$ cat config.mk
export PLATFORM = sky130hd
export DESIGN_NAME = pwg_col_cell
export DESIGN_NICKNAME = d
export VERILOG_FILES = /design/src/hw/rtl/pwg_pkg.sv /design/src/hw/rtl/pwg_col_cell.sv
export SDC_FILE = /design/constraint.sdc
export NUM_CORES = 1
export LEC_CHECK = 0
export BUFFER_PORTS_ARGS = -buffer_cell sky130_fd_sc_hd__buf_2
export CELL_PAD_IN_SITES_DETAIL_PLACEMENT = 1
export CELL_PAD_IN_SITES_GLOBAL_PLACEMENT = 1
export CORE_AREA = 2 2 78 50
export CTS_CLUSTER_SIZE = 30
export DETAILED_ROUTE_END_ITERATION = 16
export DIE_AREA = 0 0 80 52
export PLACE_DENSITY_LB_ADDON = 0.1
export SYNTH_ARGS = -nofsm -noshare
export SYNTH_HDL_FRONTEND = slang
export SYNTH_SLANG_ARGS = --single-unit
$ cat constraint.sdc
create_clock -name clk -period 0.8 [get_ports clk]
set_input_delay 0.16 -clock clk [delete_from_list [all_inputs] [get_ports clk]]
set_output_delay 0.16 -clock clk [all_outputs]
set_load 0.01 [all_outputs]
$ cat src/hw/rtl/pwg_pkg.sv
// prewitt gradient package: sizes, pixel column type and register codes
// no dependencies; used by pwg_if, pwg_col_cell and the top level
`default_nettype none

package pwg_pkg;

  localparam int MAX_WIDTH  = 2048;
  localparam int MAX_HEIGHT = 2048;
  localparam int PIXEL_BITS = 8;

  localparam int IN_PIX_W = 8;
  localparam int DIM_W    = 12;
  localparam int COORD_W  = 11;
  localparam int GRAD_W   = 11;
  localparam int ADDR_W   = $clog2(MAX_WIDTH);
  localparam int ROW_W    = $clog2(MAX_HEIGHT);
  localparam int SUM_W    = PIXEL_BITS + 2;
  localparam int CFG_IDX_W = 4;

  localparam logic [DIM_W-1:0] WIDTH_RESET  = DIM_W'(640);
  localparam logic [DIM_W-1:0] HEIGHT_RESET = DIM_W'(480);
  localparam logic [DIM_W-1:0] DIM_MIN      = DIM_W'(3);
  localparam logic [DIM_W-1:0] WIDTH_MAX    = DIM_W'(MAX_WIDTH);
  localparam logic [DIM_W-1:0] HEIGHT_MAX   = DIM_W'(MAX_HEIGHT);

  typedef logic [PIXEL_BITS-1:0] pix_t;

  // one window column, top row first
  typedef struct packed {
    pix_t top;
    pix_t mid;
    pix_t bot;
  } col_t;

  typedef enum logic [CFG_IDX_W-1:0] {
    CFG_IMAGE_WIDTH  = CFG_IDX_W'(0),
    CFG_IMAGE_HEIGHT = CFG_IDX_W'(1)
  } cfg_reg_t;

  function automatic logic [DIM_W-1:0] clamp_dim(input logic [DIM_W-1:0] v,
                                                 input logic [DIM_W-1:0] hi);
    logic [DIM_W-1:0] r;
    r = v;
    if (v < DIM_MIN) r = DIM_MIN;
    if (v > hi) r = hi;
    return r;
  endfunction

endpackage

`default_nettype wire

$ cat src/hw/rtl/pwg_col_cell.sv
// window cell: holds one three-pixel column and passes it to its neighbour
// depends on pwg_pkg
`default_nettype none

module pwg_col_cell (
  input  wire logic           clk,
  input  wire logic           rst_n,
  input  wire logic           clr,
  input  wire logic           shift,
  input  wire pwg_pkg::col_t  col_in,
  output      pwg_pkg::col_t  col_q
);
  import pwg_pkg::*;

  col_t col_r;

  always_ff @(posedge clk) begin
    if (!rst_n || clr) begin
      col_r <= '0;
    end else if (shift) begin
      col_r <= col_in;
    end
  end

  assign col_q = col_r;

endmodule

`default_nettype wire

==> Word level (Yosys, flattened, before mapping) <==
Cells that the tools add are included.
{ "word_totals": {"register_bits": 24, "output_inout_bits": 24, "word_cells": 5} }
{ "classes": {"n_reduce_logical": 2} }
{ "ops": {"columns": ["operator", "n"], "rows": [
  ["zero test 1 bit", 1],
  ["logical OR 1 bit", 1]
]} }

==> Logic depth before layout (Yosys ltp) <==
{ "depth": {"depth_word": 2, "ltp_mapped": 4, "ltp_nobuf": 2} }

==> Worst setup path after synthesis <==
No wires, ideal clock.
{ "synth_path": {"path_type": "input port to flip-flop", "start": "in shift", "end": "reg col_r (netlist bit col_q[0])", "setup_ns": 0.114, "arrival_ns": 0.625, "required_time_ns": 0.686, "setup_slack_ns": 0.060, "cell_stages": 4, "n_path_buf": 2, "cell_sequence": "buf_6 buf_12 mux2i_1 nor2_1"} }
{ "synth_lines": {"columns": ["element", "line", "source"], "rows": [
  ["start: declaration", "pwg_col_cell.sv:9", "input wire logic shift,"],
  ["end signal: assignment", "pwg_col_cell.sv:21", "col_r <= col_in;"],
  ["end: declaration", "pwg_col_cell.sv:15", "col_t col_r;"]
]} }

==> Final worst setup path <==
{ "layout_path": {"start": "reg col_r (netlist bit col_q[10])", "end": "out col_q[10] (netlist bit)"} }
{ "layout_lines": {"columns": ["element", "line", "source"], "rows": [
  ["end: declaration", "pwg_col_cell.sv:11", "output pwg_pkg::col_t col_q"]
]} }
No word-level cell between the ends.

==> flow_results.org <==
** Status
- Outcome :: complete, but fails checks
- Failing checks :: setup timing

** Logic synthesis
- Dividing the synthesized area by the synthesized cell count gives 11.3 sq um.
- For this run, the register share of the synthesized area comes to 0.536.
- Synth async-reset ratio :: 0
- Post-synth top cells :: dfxtp_1 (24), mux2i_1 (24), nor2_1 (24)
- Synth top area share :: 0.536
- Largest family of logic cells by synthesized area :: multiplexers
- The biggest area contributor in the post-synthesis netlist is dfxtp_1.
- Unique cell type count in the Yosys netlist :: 7
- Of the total synthesized cell area, the portion taken by AND, OR, NAND and NOR gates is 0.108.
- Summing every instance area after synthesis gives 896 sq um.
- Of the total synthesized cell area, the portion taken by XOR and XNOR cells is 0.
- Main area contributors after synthesis :: dfxtp_1 (54%), mux2i_1 (27%), nor2_1 (10%)
- Most instantiated flip-flop cell in the synthesis netlist :: dfxtp_1
- Synthesis-stage register bit count :: 24
- For this run, the number of Yosys warnings is 0.
- Synthesis produced between 70 and 80 cells.
- Area share of fa/ha/maj cells after synthesis :: 0
- When the netlist entered floorplanning its net count stood at about 110.
- Counting flops with a built-in enable in the synthesized netlist gives 0.
- Compound-gate portion of the synthesized area :: 0
- Of the post-synthesis cell area, the part taken by muxes is 0.268.

** Cells and area
- Area occupied by multi-input gates :: roughly 340 sq um
- Flip-flop count of the largest register, all copies and words added :: 24
- Flip-flop and latch area :: between 500 and 600 sq um
- The number of antenna diodes in the final layout is 0.
- Final layout net count :: roughly 160
- Once layout is complete, the cells apart from fillers number 182.
- Ratio of cells with drive above 1 in the final layout :: 0.637
- Counting the fill cells in the layout gives between 400 and 500.
- Area delta synth->final :: 62.6%

** Critical path
- Together, buffers and inverters on the worst path number 1.
- CP Depth :: 1
- Type of element capturing the critical path :: output port
- Path type of the worst setup path :: reg -> out
- Along the worst path, the maximum fanout reaches 2.
- Kind of start point of the critical path :: flop
- For the worst setup path, the data arrival time is around 0.71 ns.
- Cell-by-cell trace of the critical path :: buf_6
- STA puts the critical path data required time at roughly 0.64 ns.
- In this design, the stage delay of the slowest critical-path cell is about 0.34 ns.
- The cell family contributing the most delay on the critical path is flip-flops.
- Worst reg-to-reg path cell count :: 3
- Cell with the biggest individual delay on the critical path :: dfxtp_2

** Clocking
- H-tree levels :: 1
- Clock transition at the register clock pins on the worst setup and hold paths after CTS :: approximately 0.08 ns
- The tree built by TritonCTS fans out to 24 sinks.
- Clock tree buffer depth :: 2
- Clock latency on the worst-skew pair, taken at its later pin, is ~0.26 ns.
- TritonCTS clock tree :: done
- In this run the clock root is driven by a clkbuf_8.
- The number of clock buffers added by TritonCTS is 3.

** Timing
- Derived from the worst setup path, the maximum achievable clock frequency is approximately 1100 MHz.
- Setup repair after global routing missed its margin :: true
- Headroom to the max-slew limit came out at 0.894.
- Setup Skew :: 0 ns
- Hold Vio Cnt, Final :: 0
- Of the available clock period, the critical path in the final layout requires 1.09.
- Setup total negative slack on the finished layout was measured at -1.54 ns.
- Min cycle time layout :: about 0.87 ns
- Transition time at the pin with the least slew margin :: approximately 0.15 ns
- Final setup violating endpoints :: 24
- Number of pins with negative max-slew slack in the final report :: 0
- In the post-route analysis, the smallest setup slack over all paths is -0.0715 ns.

** Routing
- Routed len/inst :: roughly 12 um
- Routed Antenna Nets :: 0
- In the routed design, unresolved DRC markers number 0.
- Drt total wl :: approximately 2.2 mm
- After detailed routing, the number of vias per cell comes to around 4.1.
- The first detailed-routing pass took 2 iterations.
- After the first detailed-routing iteration, the DRC count stood at 8.
- The routed layout has 751 vias.

** Global routing
- Routing usage on met3 :: 0.0486
- Number of global-route vias before repair :: a little under 800
- In this run the most used layer during global routing was met2.
- GRT Residual Overflow :: 0
- For met1 alone, demand over resource in global routing was 0.131.
- First-pass GRT wire length :: about 3.4 mm
- In the global route stage, met2 resource usage came out at 0.176.
- Maximum number of pins on one net before global-route repair :: 25
- The number of antenna violations at the first check in global routing is 0.
- In the global route stage, overall resource usage came out at 0.107.

** Power
- For this design the static power due to leakage is between 0.7 and 0.8 nW.
- Power spread over the standard cell area amounts to roughly 1700 mW/mm^2.
- Worst-case vdd ir drop :: ~0.87 mV

** Place
- Buffers placed on the I/O ports in this run total a little over 50.
- Post-placement worst setup slack :: -0.0557 ns
- Routability-driven placement congestion ratio :: 0.634
- DP Cell Count :: around 170
- Half-perimeter wire length after placement :: ~1.6 mm

** Floorplanning
- Chip width :: 80 um
- The core region is about 0.0035 sq mm.
- Number of cell rows :: 17
- The die is 52 um tall.
- Initial Utilization :: 0.257
- Pin placement for this block handled 52 I/O pins.
- The die covers 0.00416 sq mm.

** Run
- Max-capacitance violation count :: 0

** Hold path
- In this run the worst hold path is classified as in -> reg.
- Hold path depth :: 3
-- final timing paths --
kind | slack, ns | end | from
max | -0.07 | col_q[10] | col_q[10]
min | 0.13 | col_q[13] | col_in[13]
max reg2reg | 0.05 | col_q[9] | col_q[9]
min reg2reg | 0.50 | col_q[15] | col_q[15]
-- tightest hold or removal path: cells and delay by family --
family / cells / cell delay, ns
simple gates: 1 / 0.07
mux: 1 / 0.05
buf+inv: 1 / 0.07
-- through the flow --
stage	power [W]	instance area, sq um	hold WS, ns	util
detailed placement	0.00158	1190	0.403	0.341
global placement	0.00157	1190	0.393	0.341
global route	0.00257	1460	0.130	0.418
floorplan	0.00146	896	0.307	-
finish	0.00243	1460	0.130	0.418
CTS	0.00247	1450	0.126	0.415
-- power by group --
group,internal [W],switching (W)
Combinational,0.000211,0.000137
Sequential,0.00124,0.0000270
Clock,0.000439,0.000374
-- cell usage in the layout, fill, tap and decap left out, drive strengths merged --
cell type  Yosys  final
buf            6     58
mux2i         24     24
nor2          24     24
dfxtp         24     24
clkbuf         0      4
nand2b         1      1
-- per-layer routing --
layer,up-vias,wire length [um]
li1,369,-
met1,355,985
met2,25,1030
met3,2,129
met4,0,7
met5,-,0
-- area by class of cell --
| class | instances | share of cell area |
|---|---|---|
| multi-input cells | 49 | 0.231 |
| flip-flops and latches | 24 | 0.351 |
| repair buffers | 58 | 0.340 |
| well taps | 47 | 0.0404 |
| clock buffers | 4 | 0.0378 |
-- cells by family (layout without fill, tap and decap cells) --
kind of cell	count (synthesis)	count (layout)
buf+inv	6	62
flops	24	24
simple gates	25	25
mux	24	24
-- what timing repair did --
item                       4_1_cts  5_1_grt
resized for setup               48        0
gates cloned                     0        0
buffers inserted                 3        1
hold buffers                     0        0
setup endpoints to repair       24       24
(Power assumes the default switching activity.)
